**src/design/point_in_convex_polygon_unit_assert.svh**
```systemverilog
// Assertion macros shared by the polygon test unit and its edge pipeline.
`ifndef POINT_IN_CONVEX_POLYGON_UNIT_ASSERT_SVH
`define POINT_IN_CONVEX_POLYGON_UNIT_ASSERT_SVH

// Concurrent check on an explicit clock and active-low reset.
`define PICP_ASSERT_CLK(name, clk, rstn, prop) \
  name: assert property (@(posedge clk) disable iff (!rstn) prop) \
    else $error("picp assertion failed");

// Concurrent check on the house clock and reset.
`define PICP_ASSERT(name, prop) \
  `PICP_ASSERT_CLK(name, clk_i, rst_ni, prop)

`endif

```
**src/design/picp_pkg.sv**
```systemverilog
// Types, constants and codes of the point-in-convex-polygon unit.
package picp_pkg;

  localparam int MaxVertices = 16;
  localparam int AddrW       = $clog2(MaxVertices);
  localparam int CntW        = $clog2(MaxVertices + 1);

  localparam int FuncW     = 2;
  localparam int CoordW    = 24;
  localparam int CoefW     = 16;
  localparam int CountOutW = 5;
  localparam int CfgIdxW   = 3;
  localparam int FracW     = 14;

  localparam int PtProdW = CoefW + CoordW;      // one coefficient times one component
  localparam int AccW    = PtProdW + 2;         // sum of four products
  localparam int DiffW   = CoordW + 1;
  localparam int ProdW   = 2 * DiffW;

  localparam logic signed [CoefW-1:0] CoefOne = CoefW'(1 << FracW);

  typedef logic signed [CoordW-1:0] coord_t;
  typedef logic signed [CoefW-1:0]  coef_t;
  typedef logic signed [DiffW-1:0]  diff_t;
  typedef logic signed [ProdW-1:0]  prod_t;

  typedef struct packed {
    coord_t x;
    coord_t y;
  } vertex_t;

  // Control into the edge pipeline.
  typedef struct packed {
    logic vld;    // vertex read data valid this cycle
    logic first;  // that vertex opens the walk, no edge yet
    logic clr;    // start of a new walk
  } edge_ctl_t;

  // Status out of the edge pipeline.
  typedef struct packed {
    logic busy;
    logic outside;
  } edge_sts_t;

  typedef enum logic [FuncW-1:0] {
    FUNC_CLEAR  = 2'd0,
    FUNC_APPEND = 2'd1,
    FUNC_QUERY  = 2'd2,
    FUNC_NOP    = 2'd3
  } func_e;

  typedef enum logic [CfgIdxW-1:0] {
    CFG_R0_C0 = 3'd0,
    CFG_R0_C1 = 3'd1,
    CFG_R0_C2 = 3'd2,
    CFG_R0_C3 = 3'd3,
    CFG_R1_C0 = 3'd4,
    CFG_R1_C1 = 3'd5,
    CFG_R1_C2 = 3'd6,
    CFG_R1_C3 = 3'd7
  } cfg_reg_e;

  typedef enum logic [2:0] {
    ST_IDLE,
    ST_PROJ,
    ST_ACC,
    ST_SAT,
    ST_EDGE,
    ST_DRAIN,
    ST_DONE
  } state_e;

endpackage

```
**src/design/picp_edge_pipe.sv**
```systemverilog
// Edge test pipeline: differences, two cross-product multiplies, sign compare.
`include "point_in_convex_polygon_unit_assert.svh"

module picp_edge_pipe (
  input  logic                clk_i,
  input  logic                rst_ni,
  input  picp_pkg::edge_ctl_t ctl_i,
  input  picp_pkg::vertex_t   vtx_i,
  input  picp_pkg::coord_t    px_i,
  input  picp_pkg::coord_t    py_i,
  output picp_pkg::edge_sts_t sts_o
);
  import picp_pkg::*;

  vertex_t a_q;
  diff_t   hx_q, hy_q, dx_q, dy_q;
  prod_t   p1_q, p2_q;
  logic    d_v_q, m_v_q, out_q;

  always_ff @(posedge clk_i or negedge rst_ni) begin
    if (!rst_ni) begin
      d_v_q <= 1'b0;
      m_v_q <= 1'b0;
      out_q <= 1'b0;
    end else begin
      d_v_q <= ctl_i.vld && !ctl_i.first;
      m_v_q <= d_v_q;
      if (ctl_i.clr) begin
        out_q <= 1'b0;
      end else if (m_v_q && (p1_q > p2_q)) begin
        out_q <= 1'b1;
      end
    end
  end

  // edge runs from a_q (previous vertex) to vtx_i
  always_ff @(posedge clk_i) begin
    if (ctl_i.vld) begin
      a_q  <= vtx_i;
      hx_q <= DiffW'(px_i) - DiffW'(a_q.x);
      hy_q <= DiffW'(py_i) - DiffW'(a_q.y);
      dx_q <= DiffW'(a_q.x) - DiffW'(vtx_i.x);
      dy_q <= DiffW'(a_q.y) - DiffW'(vtx_i.y);
    end
    p1_q <= hx_q * dy_q;
    p2_q <= hy_q * dx_q;
  end

  assign sts_o.busy    = d_v_q || m_v_q;
  assign sts_o.outside = out_q;

  `PICP_ASSERT(a_mul_follows_diff, m_v_q |-> $past(d_v_q))
  `PICP_ASSERT(a_diff_needs_prev, d_v_q |-> $past(ctl_i.vld && !ctl_i.first))
  `PICP_ASSERT(a_flag_falls_on_clr, $fell(out_q) |-> $past(ctl_i.clr))

endmodule

```
**config.mk**
```make
export PLATFORM = sky130hd
export DESIGN_NAME = picp_edge_pipe
export DESIGN_NICKNAME = d
export VERILOG_FILES = /design/src/design/picp_pkg.sv /design/src/design/picp_edge_pipe.sv
export VERILOG_INCLUDE_DIRS = /design/src /design/src/design
export SDC_FILE = /design/constraint.sdc
export NUM_CORES = 2
export LEC_CHECK = 0
export BUFFER_PORTS_ARGS = -buffer_cell sky130_fd_sc_hd__clkbuf_2
export CORE_MARGIN = 1
export CORE_UTILIZATION = 35
export DETAILED_ROUTE_END_ITERATION = 8
export GPL_TIMING_DRIVEN = 0
export REMOVE_ABC_BUFFERS = 1
export SYNTH_ARGS = -nofsm -noshare
export SYNTH_HDL_FRONTEND = slang
export SYNTH_SLANG_ARGS = --single-unit
```
**constraint.sdc**
```tcl
create_clock -name clk_i -period 13.31 [get_ports clk_i]
set_input_delay 0.6655 -clock clk_i [delete_from_list [all_inputs] [get_ports clk_i]]
set_output_delay 0.6655 -clock clk_i [all_outputs]
set_load 0.1 [all_outputs]
```
==> results.yml <==
route:
  ant_nets: 0
  wl_per_cell_microns: 17.53
  wl_mm: 142.6
  num_vias: 39800
  drt-vias-per-instance: 4.895
  drtPass1Iterations: 6
  drtIter0Drc: 2328
  post-route-drc-count: 0
clock_tree:
  cts-buffers-inserted: 24
  clock_latency_ns: 0.57
  cts_tree: "built"
  postCtsHoldBufs: 1
  htreeDepth: 1
  cts_max_path_buffers: 3
  clkTransAtPathRegs_ns: 0.07
  cts_root_buf: "clkbuf_16"
  cts_setup_buffers: 0
  clock-sinks: 251
  cts_resized: 0
min_path:
  min_path_type: "input port to flip-flop"
  whs_path_depth: 2
  worstHoldStart: "ctl_i[1]"
  min_to: "d_v_q"
setup_path:
  worstPathArrival_ns: 9.34
  path_class: "flip-flop to flip-flop"
  rrSetupSlack_ns: 4.40
  worstReg2RegStart: "dy_q[24]"
  cp_max_fo: 19
  cp-end-kind: "flip-flop"
  reg2reg_to: "p1_q[46]"
  cp-start-kind: "flip-flop"
  r2r_cells: 22
  crit_required_ns: 13.74
yosys:
  synthArstFlopShare_pct: 1.195
  yosys_warnings: 0
  synth_top_area_share_pct: 45.76
  synth_seq_cells: 251
  syn_area_per_cell_sq_um: 9.593
  synth_top_area_cell: "fa_1"
  synthCells: 6020
  yosys-top-cells-area: "fa_1, inv_1, ha_1, edfxtp_1, and2_1"
  ys.flop_type: "edfxtp_1"
  synth_area_sq_um: 57750
  synth_cell_types: 79
  synth_edf_count: 148
  ys_seq_area_share_pct: 11.29
timing:
  skew_ns: 0.03867
  totalNegativeSetupSlack_ns: 0
  fmax_ghz: 0.1122
  post-route-min-period_ns: 8.913
  grt_setup_unrepaired: "no"
  finalCritPeriodShare_pct: 66.96
  worstMarginPinSlew_ns: 1.426
  finalHoldViolations: 0
  finalSetupViolations: 0
  slew_viol_final: 0
  relSlewSlack_pct: 4.902
grt:
  grt_remaining_overflow: 0
  grt_start_max_net_pins: 103
  grt_pass1_vias: 44010
  antenna_found_initial: 17
  grt.total_usage_pct: 17.80
  grt_pass1_wl_mm: 235.7
run_status:
  status: "finished, final reports clean"
finish:
  layout-drive-gt1-share_pct: 2.872
  final_core_util_pct: 37.37
  areaGrowthSynthToFinish_pct: 5.672
  seq_area_sq_um: 6521
  nFillCells: 16450
  final_nets: 7785
  multi_input_area_sq_um: 44970
place:
  dp_hpwl_mm: 115.3
  gp_congestion: 0.8834
  io_buffers: 102
floorplanning:
  rows: 148
  die_h_microns: 408.2
  die_x_microns: 408.2
  die_area_sq_um: 166600
  core_area_sq_um: 163300
  start_util_pct: 35.36
  io_pins: 103
run:
  max-cap-violations: 0
[worst max path at each step]
stage,from,endpoint,slack [ns],depth (start not counted)
global route,dy_q[24],p1_q[46],4.00,22
finish,dy_q[24],p1_q[46],4.40,22
detailed placement,dy_q[24],p1_q[46],4.62,22
CTS,dy_q[24],p1_q[46],4.56,22
global placement,dy_q[24],p1_q[46],4.70,22
floorplan,dy_q[4],p1_q[27],6.39,26
[registers in the layout (all words and copies together), names as in the netlist]
name / flops
out_q: 1
d_v_q: 1
hy_q: 25
p1_q: 50
a_q: 48
dx_q: 25
hx_q: 25
dy_q: 25
p2_q: 50
m_v_q: 1
[Yosys cell counts (all sizes together) (11+ instances only)]
cell,number
and2,595
nand3,40
xor2,41
o21a,38
a21o,82
xnor2,145
a211oi,23
a21oi,144
inv,1449
o21ai,95
edfxtp,148
nor3,23
o211ai,14
nand2b,40
nand2,698
fa,1320
a31oi,19
clkbuf,210
nor2b,30
ha,428
o31ai,11
nor2,162
and3,15
or2,12
nand4,22
dfxtp,100
[final cells by class]
type / count / share of cell area, %
Clock buffer: 30 / 1.105
Timing Repair Buffer: 104 / 0.9124
Inverter: 1451 / 8.925
Sequential cell: 251 / 10.69
Tap cell: 2175 / 4.459
Multi-Input combinational cell: 4104 / 73.70
Clock inverter: 14 / 0.2091
Antenna cell: 2 / 0.008201
[layer usage]
layer / track usage (%) / up-vias / routed length (microns)
met5: 0 / - / 92
li1: - / 17770 / -
met4: 4.210 / 16 / 3753
met2: 29.78 / 1084 / 68160
met1: 23.80 / 20710 / 60470
met3: 3.256 / 224 / 10090
[metrics by stage]
step / area (sq um) / instances / worst slack (ns) / hold slack (ns)
2_1_floorplan: 56940 / 5806 / 6.386 / 0.3461
3_3_place_gp: 60170 / 8083 / 4.696 / 0.3482
3_5_place_dp: 60200 / 8084 / 4.624 / 0.3595
4_1_cts: 61020 / 8129 / 4.562 / 0.2471
5_1_grt: 61020 / 8129 / 3.996 / 0.2514
6_report: 61030 / 8131 / 4.397 / 0.2690
[critical path, stage by stage, from the launching register on]
cell and delay [ns]:
edfxtp_1 0.82, clkinv_1 0.80, nor2_1 0.32, fa_1 0.47
fa_1 0.50, fa_1 0.44, fa_1 0.54, fa_1 0.44
fa_1 0.49, inv_1 0.05, fa_1 0.49, inv_1 0.04
ha_1 0.36, nand4_1 0.13, nor2_1 0.38, nand3_1 0.16
o41ai_1 0.61, nor3_1 0.26, o31ai_1 0.47, o21ai_1 0.22
o41ai_1 0.47, a21oi_1 0.16, xnor2_1 0.16
[cell usage in the layout, fill, tap and decap left out, types with 6 or more instances in the layout]
cell,Yosys,layout
nand2_1,698,698
o21ai_1,33,33
o31ai_1,8,8
nor3_1,23,23
o211ai_1,14,14
nand4_1,22,22
inv_1,1449,1449
o21ai_0,61,61
o21bai_1,8,8
xor2_1,41,41
edfxtp_1,148,148
a21boi_1,8,8
xnor2_1,145,145
clkinv_2,0,6
ha_1,428,428
nand3_1,40,40
or3_1,8,8
nor2_1,162,162
nand2b_1,40,40
and2_1,595,595
fa_1,1320,1320
clkbuf_2,1,101
or2_2,7,7
clkbuf_16,0,25
and3_1,14,14
o22ai_1,6,6
a21o_1,82,82
o21a_1,38,38
a21oi_1,140,140
dfxtp_1,100,100
a31oi_1,18,18
a211oi_1,22,22
nor2b_1,30,30
[cell families after synthesis]
logic type,after synthesis,share of synthesized area (%)
adder cells (fa/ha/maj),1748,55.03
flip-flops,251,11.29
XOR/XNOR,186,2.821
AO/OA/AOI/OAI,507,5.800
AND/OR/NAND/NOR,1663,14.21
buffers and inverters,1665,10.84
Power is left out: the tool's default activity adds up to more than one toggle a clock period on the data nets, which glitch-free logic cannot reach.
